**config.mk**
```make
export PLATFORM = sky130hd
export DESIGN_NAME = wtws_ctrl
export DESIGN_NICKNAME = d
export VERILOG_FILES = /design/src/sv/wtws_pkg.sv /design/src/sv/wtws_ctrl.sv
export SDC_FILE = /design/constraint.sdc
export NUM_CORES = 1
export LEC_CHECK = 0
export ABC_AREA = 1
export BUFFER_PORTS_ARGS = -buffer_cell sky130_fd_sc_hd__buf_4
export CAP_MARGIN = 20
export CORE_AREA = 4 4 41 43
export CTS_CLUSTER_SIZE = 16
export DETAILED_ROUTE_END_ITERATION = 12
export DIE_AREA = 0 0 45 47
export GPL_ROUTABILITY_DRIVEN = 0
export PLACE_DENSITY = 0.51
export SLEW_MARGIN = 25
export SYNTH_ARGS = -nofsm -noshare
export SYNTH_HDL_FRONTEND = slang
export SYNTH_SLANG_ARGS = --single-unit
```
**constraint.sdc**
```tcl
create_clock -name clk -period 1.68 [get_ports clk]
set_input_delay 0.168 -clock clk [delete_from_list [all_inputs] [get_ports clk]]
set_output_delay 0.168 -clock clk [all_outputs]
set_load 0.03 [all_outputs]
```
**src/sv/wtws_pkg.sv**
```systemverilog
// Package: constants, codes, command/status types and helpers for the window selector
`timescale 1ns / 1ps
`default_nettype none
package wtws_pkg;

    localparam int SLOTS     = 8;
    localparam int DAY_MIN   = 1440;
    localparam int MAP_WORDS = 45;
    localparam int MAP_DEPTH = SLOTS * MAP_WORDS;
    localparam int MAP_AW    = $clog2(MAP_DEPTH);
    localparam int SLOT_IW   = (SLOTS > 1) ? $clog2(SLOTS) : 1;
    localparam int KEY_W     = 11;
    localparam int KT_W      = KEY_W + 1;

    localparam logic [1:0] REQ_LOAD  = 2'd0;
    localparam logic [1:0] REQ_EVAL  = 2'd1;
    localparam logic [1:0] REQ_CLEAR = 2'd2;

    localparam logic [2:0] ST_UNCHANGED = 3'd0;
    localparam logic [2:0] ST_CHANGED   = 3'd1;
    localparam logic [2:0] ST_NO_TARGET = 3'd2;
    localparam logic [2:0] ST_LOADED    = 3'd3;
    localparam logic [2:0] ST_REJECTED  = 3'd4;
    localparam logic [2:0] ST_CLEARED   = 3'd5;

    localparam logic [3:0] NIB_WILD = 4'hF;

    typedef struct packed {
        logic       capture;
        logic       sw_start;
        logic       load_fin;
        logic       ev_init;
        logic       ev_check;
        logic       ev_next;
        logic       clr_active;
        logic       set_res;
        logic [2:0] res_code;
        logic       push;
    } cmd_t;

    typedef struct packed {
        logic [1:0] req;
        logic       slot_ok;
        logic       sw_done;
        logic       ev_hit;
        logic       ev_last;
        logic       out_free;
    } stat_t;

    // nibble-wise match of an HH:MM pattern against a BCD minute
    function automatic logic pat_match(input logic [15:0] pat, input logic [15:0] bcd);
        logic ok;
        ok = 1'b1;
        for (int i = 0; i < 4; i++) begin
            if (pat[4*i +: 4] != NIB_WILD && pat[4*i +: 4] != bcd[4*i +: 4]) begin
                ok = 1'b0;
            end
        end
        return ok;
    endfunction

    // class key: minute value of the digits wildcarded in both patterns, others zeroed
    function automatic logic [KEY_W-1:0] key_minute(input logic [15:0] bcd,
                                                    input logic [3:0] both);
        logic [KEY_W-1:0] h1, h2, m1, m2, hh;
        h1 = both[3] ? {7'd0, bcd[15:12]} : '0;
        h2 = both[2] ? {7'd0, bcd[11:8]}  : '0;
        m1 = both[1] ? {7'd0, bcd[7:4]}   : '0;
        m2 = both[0] ? {7'd0, bcd[3:0]}   : '0;
        hh = (h1 << 3) + (h1 << 1) + h2;
        return (hh << 6) - (hh << 2) + (m1 << 3) + (m1 << 1) + m2;
    endfunction

    // advance a BCD HH:MM by one minute, wrapping at midnight
    function automatic logic [15:0] bcd_inc(input logic [15:0] b);
        logic [15:0] r;
        r = b;
        if (b[3:0] != 4'd9) begin
            r[3:0] = b[3:0] + 4'd1;
        end
        else begin
            r[3:0] = 4'd0;
            if (b[7:4] != 4'd5) begin
                r[7:4] = b[7:4] + 4'd1;
            end
            else begin
                r[7:4] = 4'd0;
                if (b[15:12] == 4'd2 && b[11:8] == 4'd3) begin
                    r[15:8] = 8'd0;
                end
                else if (b[11:8] == 4'd9) begin
                    r[11:8]  = 4'd0;
                    r[15:12] = b[15:12] + 4'd1;
                end
                else begin
                    r[11:8] = b[11:8] + 4'd1;
                end
            end
        end
        return r;
    endfunction

endpackage
`default_nettype wire

```
**src/sv/wtws_ctrl.sv**
```systemverilog
// Controller state machine: sequences load sweep, slot scan and result hand-off
`timescale 1ns / 1ps
`default_nettype none
module wtws_ctrl (
    input  wire logic           clk,
    input  wire logic           rst_n,
    input  wire logic           in_valid,
    output logic                in_ready,
    input  wire wtws_pkg::stat_t st,
    output wtws_pkg::cmd_t      cmd
);
    import wtws_pkg::*;

    localparam logic [2:0] S_IDLE  = 3'd0;
    localparam logic [2:0] S_SWEEP = 3'd1;
    localparam logic [2:0] S_LFIN  = 3'd2;
    localparam logic [2:0] S_EVRD  = 3'd3;
    localparam logic [2:0] S_EVCHK = 3'd4;
    localparam logic [2:0] S_RESP  = 3'd5;

    logic [2:0] state_reg, state_next;

    always_ff @(posedge clk or negedge rst_n)
    begin
        if (!rst_n)
        begin
            state_reg <= S_IDLE;
        end
        else
        begin
            state_reg <= state_next;
        end
    end

    always_comb
    begin
        state_next = state_reg;
        cmd        = '0;
        in_ready   = (state_reg == S_IDLE);
        case (state_reg)
            S_IDLE:
            begin
                if (in_valid)
                begin
                    cmd.capture = 1'b1;
                    case (st.req)
                        REQ_LOAD:
                        begin
                            if (st.slot_ok)
                            begin
                                cmd.sw_start = 1'b1;
                                state_next   = S_SWEEP;
                            end
                            else
                            begin
                                cmd.set_res  = 1'b1;
                                cmd.res_code = ST_REJECTED;
                                state_next   = S_RESP;
                            end
                        end
                        REQ_EVAL:
                        begin
                            cmd.ev_init = 1'b1;
                            state_next  = S_EVRD;
                        end
                        REQ_CLEAR:
                        begin
                            cmd.clr_active = 1'b1;
                            cmd.set_res    = 1'b1;
                            cmd.res_code   = ST_CLEARED;
                            state_next     = S_RESP;
                        end
                        default:
                        begin
                            cmd.set_res  = 1'b1;
                            cmd.res_code = ST_NO_TARGET;
                            state_next   = S_RESP;
                        end
                    endcase
                end
            end
            S_SWEEP:
            begin
                if (st.sw_done)
                begin
                    state_next = S_LFIN;
                end
            end
            S_LFIN:
            begin
                cmd.load_fin = 1'b1;
                state_next   = S_RESP;
            end
            S_EVRD:
            begin
                state_next = S_EVCHK;
            end
            S_EVCHK:
            begin
                cmd.ev_check = 1'b1;
                if (st.ev_hit || st.ev_last)
                begin
                    state_next = S_RESP;
                end
                else
                begin
                    cmd.ev_next = 1'b1;
                    state_next  = S_EVRD;
                end
            end
            S_RESP:
            begin
                if (st.out_free)
                begin
                    cmd.push   = 1'b1;
                    state_next = S_IDLE;
                end
            end
            default:
            begin
                state_next = S_IDLE;
            end
        endcase
    end
endmodule
`default_nettype wire

```
==> results.cfg <==
[cts]
clkTransAtPathRegs_ns = 0.04
clk_path_buf_depth = 2
cts-root-buf = clkbuf_4
ctsHoldBuffers = 1
clk_latency_ns = 0.24
htree_num_levels = 1
cts_tree = yes
cts_setup_buffers = 0
cts_sinks = 3
numCtsBuffers = 3
ctsResizeCount = 0

[layout]
drive_gt1_frac = 0.446
finish.utilization = 0.429
area_delta_synth_final_pct = 59.3
insertedDiodeCount = 0
largest_register_ffs = 3
final_nets = 94

[logic_synthesis]
yosysSeqAreaShare = 0.214
yosys.area.top_type = dfrtp_1
syn-cell-area_um2 = 350
yosys_warnings = 0
synth.distinct_cells = 18
synth_top_area_share = 0.214
yosys-top-cells-count = nand2_1, nor2_1, inv_1
synth.area.top_cells = dfrtp_1, nand2_1, nor2_1
ys_ff_latch = 3
synth.avg_cell_area_um2 = 6.04
synth_edf_count = 0
postSynthCellCount = 58
syn-num-nets = 68
synth_ff_type = dfrtp_1
async_flop_share = 1.00

[worst_setup_path]
r2r_start = state_reg[2]
rrSetupSlack_ns = 0.54
path_class = reg -> out
crit_required_ns = 1.51
path_max_fanout = 6
worst_setup_path_start_kind = flop
r2r_end = state_reg[2]
critical_path.endpoint_type = output pin
cp.arrival_ns = 1.35
rr_worst_depth = 6

[timing]
post-route-period-util = 0.906
period_needed_ns = 1.52
whs_ns = 0.254
tightest_slew_ns = 0.318
hold_viol_final = 0
setup_viol = 0
slew_headroom = 0.788
grt_setup_unrepaired = no
skew_ns = 0.00555
fmax_ghz = 0.657
drv_slew = 0
fin_ws_ns = 0.158
tns_ns = 0

[job]
maxCapViolations = 0

[die]
die_h_um = 47
die_area_um2 = 2120
chipWidth_um = 45
start_util = 0.269
rows = 13
coreArea_um2 = 1300
ioPinCount = 23

[placement]
dp_slack_ns = 0.389
io_buffers = 22
dp.final_hpwl_um = 765

[detailed_routing]
drt_iter0_drc = 6
drc = 0
num_vias = 432
post_drt_via_cell_ratio = 4.41
antenna_left = 0
wl_per_cell_um = 9.40
wirelength_um = 921
first_pass_iters = 4

[global_route]
antenna_found_initial = 0
grt_use_total = 0.0918
first_global_vias = 370
grt_max_degree = 9
grt_pass1_wl_um = 1370
grt_overflow = 0

[power]
leakage_nw = 0.333
powerDensity_nw_per_um2 = 1520
ir_drop_mv = 0.668

[min_path]
hp-class = in -> async

[outcome]
outcome = finished, final reports clean
## worst max-delay path, cell delays in order, from the launching register on
cell	delay [ns]
dfrtp_1	0.43
inv_2	0.09
nand2_2	0.06
nor2_4	0.11
nand2_2	0.11
nor3_4	0.13
buf_4	0.18
## placed cells by master (no fill, tap or decap)
cell type      instances
a21boi_1               1
buf_4                 22
clkbuf_1               1
clkbuf_4               3
dfrtp_1                3
dlygate4sd3_1          1
inv_1                  9
inv_2                  3
nand2_1               10
nand2_2                3
nand3_1                6
nand4_1                2
nor2_1                10
nor2_2                 3
nor2_4                 1
nor3_1                 1
nor3_4                 1
nor3b_2                1
o21ai_0                1
o21ai_1                1
## logic make-up (layout without fill, tap and decap cells)
kind of cell / count (synthesis) / count (layout) / synth area share
buffers and inverters: 14 / 39 / 0.182
and+or+nand+nor: 38 / 38 / 0.554
AOI/OAI and AO/OA: 3 / 3 / 0.0500
DFF: 3 / 3 / 0.214
## layout make-up
| type | count | area, um2 |
|---|---|---|
| Clock buffer | 4 | 26.3 |
| Tap cell | 15 | 18.8 |
| Inverter | 12 | 45.0 |
| Multi-Input combinational cell | 41 | 218 |
| Fill cell | 160 | 743 |
| Timing Repair Buffer | 23 | 175 |
| Sequential cell | 3 | 75.1 |
## how the worst max path moves through the flow
stage | start | to | slack, ns | cells past startpoint
2_1_floorplan | state_reg[0] | cmd[5] | 0.06 | 6
3_3_place_gp | state_reg[0] | cmd[1] | 0.42 | 6
3_5_place_dp | state_reg[0] | cmd[1] | 0.39 | 6
4_1_cts | state_reg[0] | cmd[1] | 0.13 | 6
5_1_grt | state_reg[0] | cmd[1] | 0.06 | 6
6_report | state_reg[0] | cmd[1] | 0.16 | 6
## report_power, final
| group | leakage (nW) | internal, mW | total [mW] | switching, mW |
|---|---|---|---|---|
| clock | 0.0150 | 0.0891 | 0.128 | 0.0389 |
| combinational | 0.281 | 0.200 | 0.554 | 0.354 |
| sequential | 0.0373 | 0.107 | 0.168 | 0.0608 |
| total | 0.333 | 0.396 | 0.849 | 0.454 |
## per-stage QoR
step / total power, mW / cells / instance area (um2)
6_report: 0.849 / 98 / 558
2_1_floorplan: 0.580 / 58 / 357
3_3_place_gp: 0.729 / 93 / 522
4_1_cts: 0.865 / 98 / 558
3_5_place_dp: 0.727 / 93 / 522
5_1_grt: 0.921 / 98 / 558
## metal layers
metal	track usage	routed length [um]
met1	0.100	379
met2	0.147	430
met3	0.0192	91
met4	0.0877	20
met5	0	0
Power figures use the tool's default switching activity.
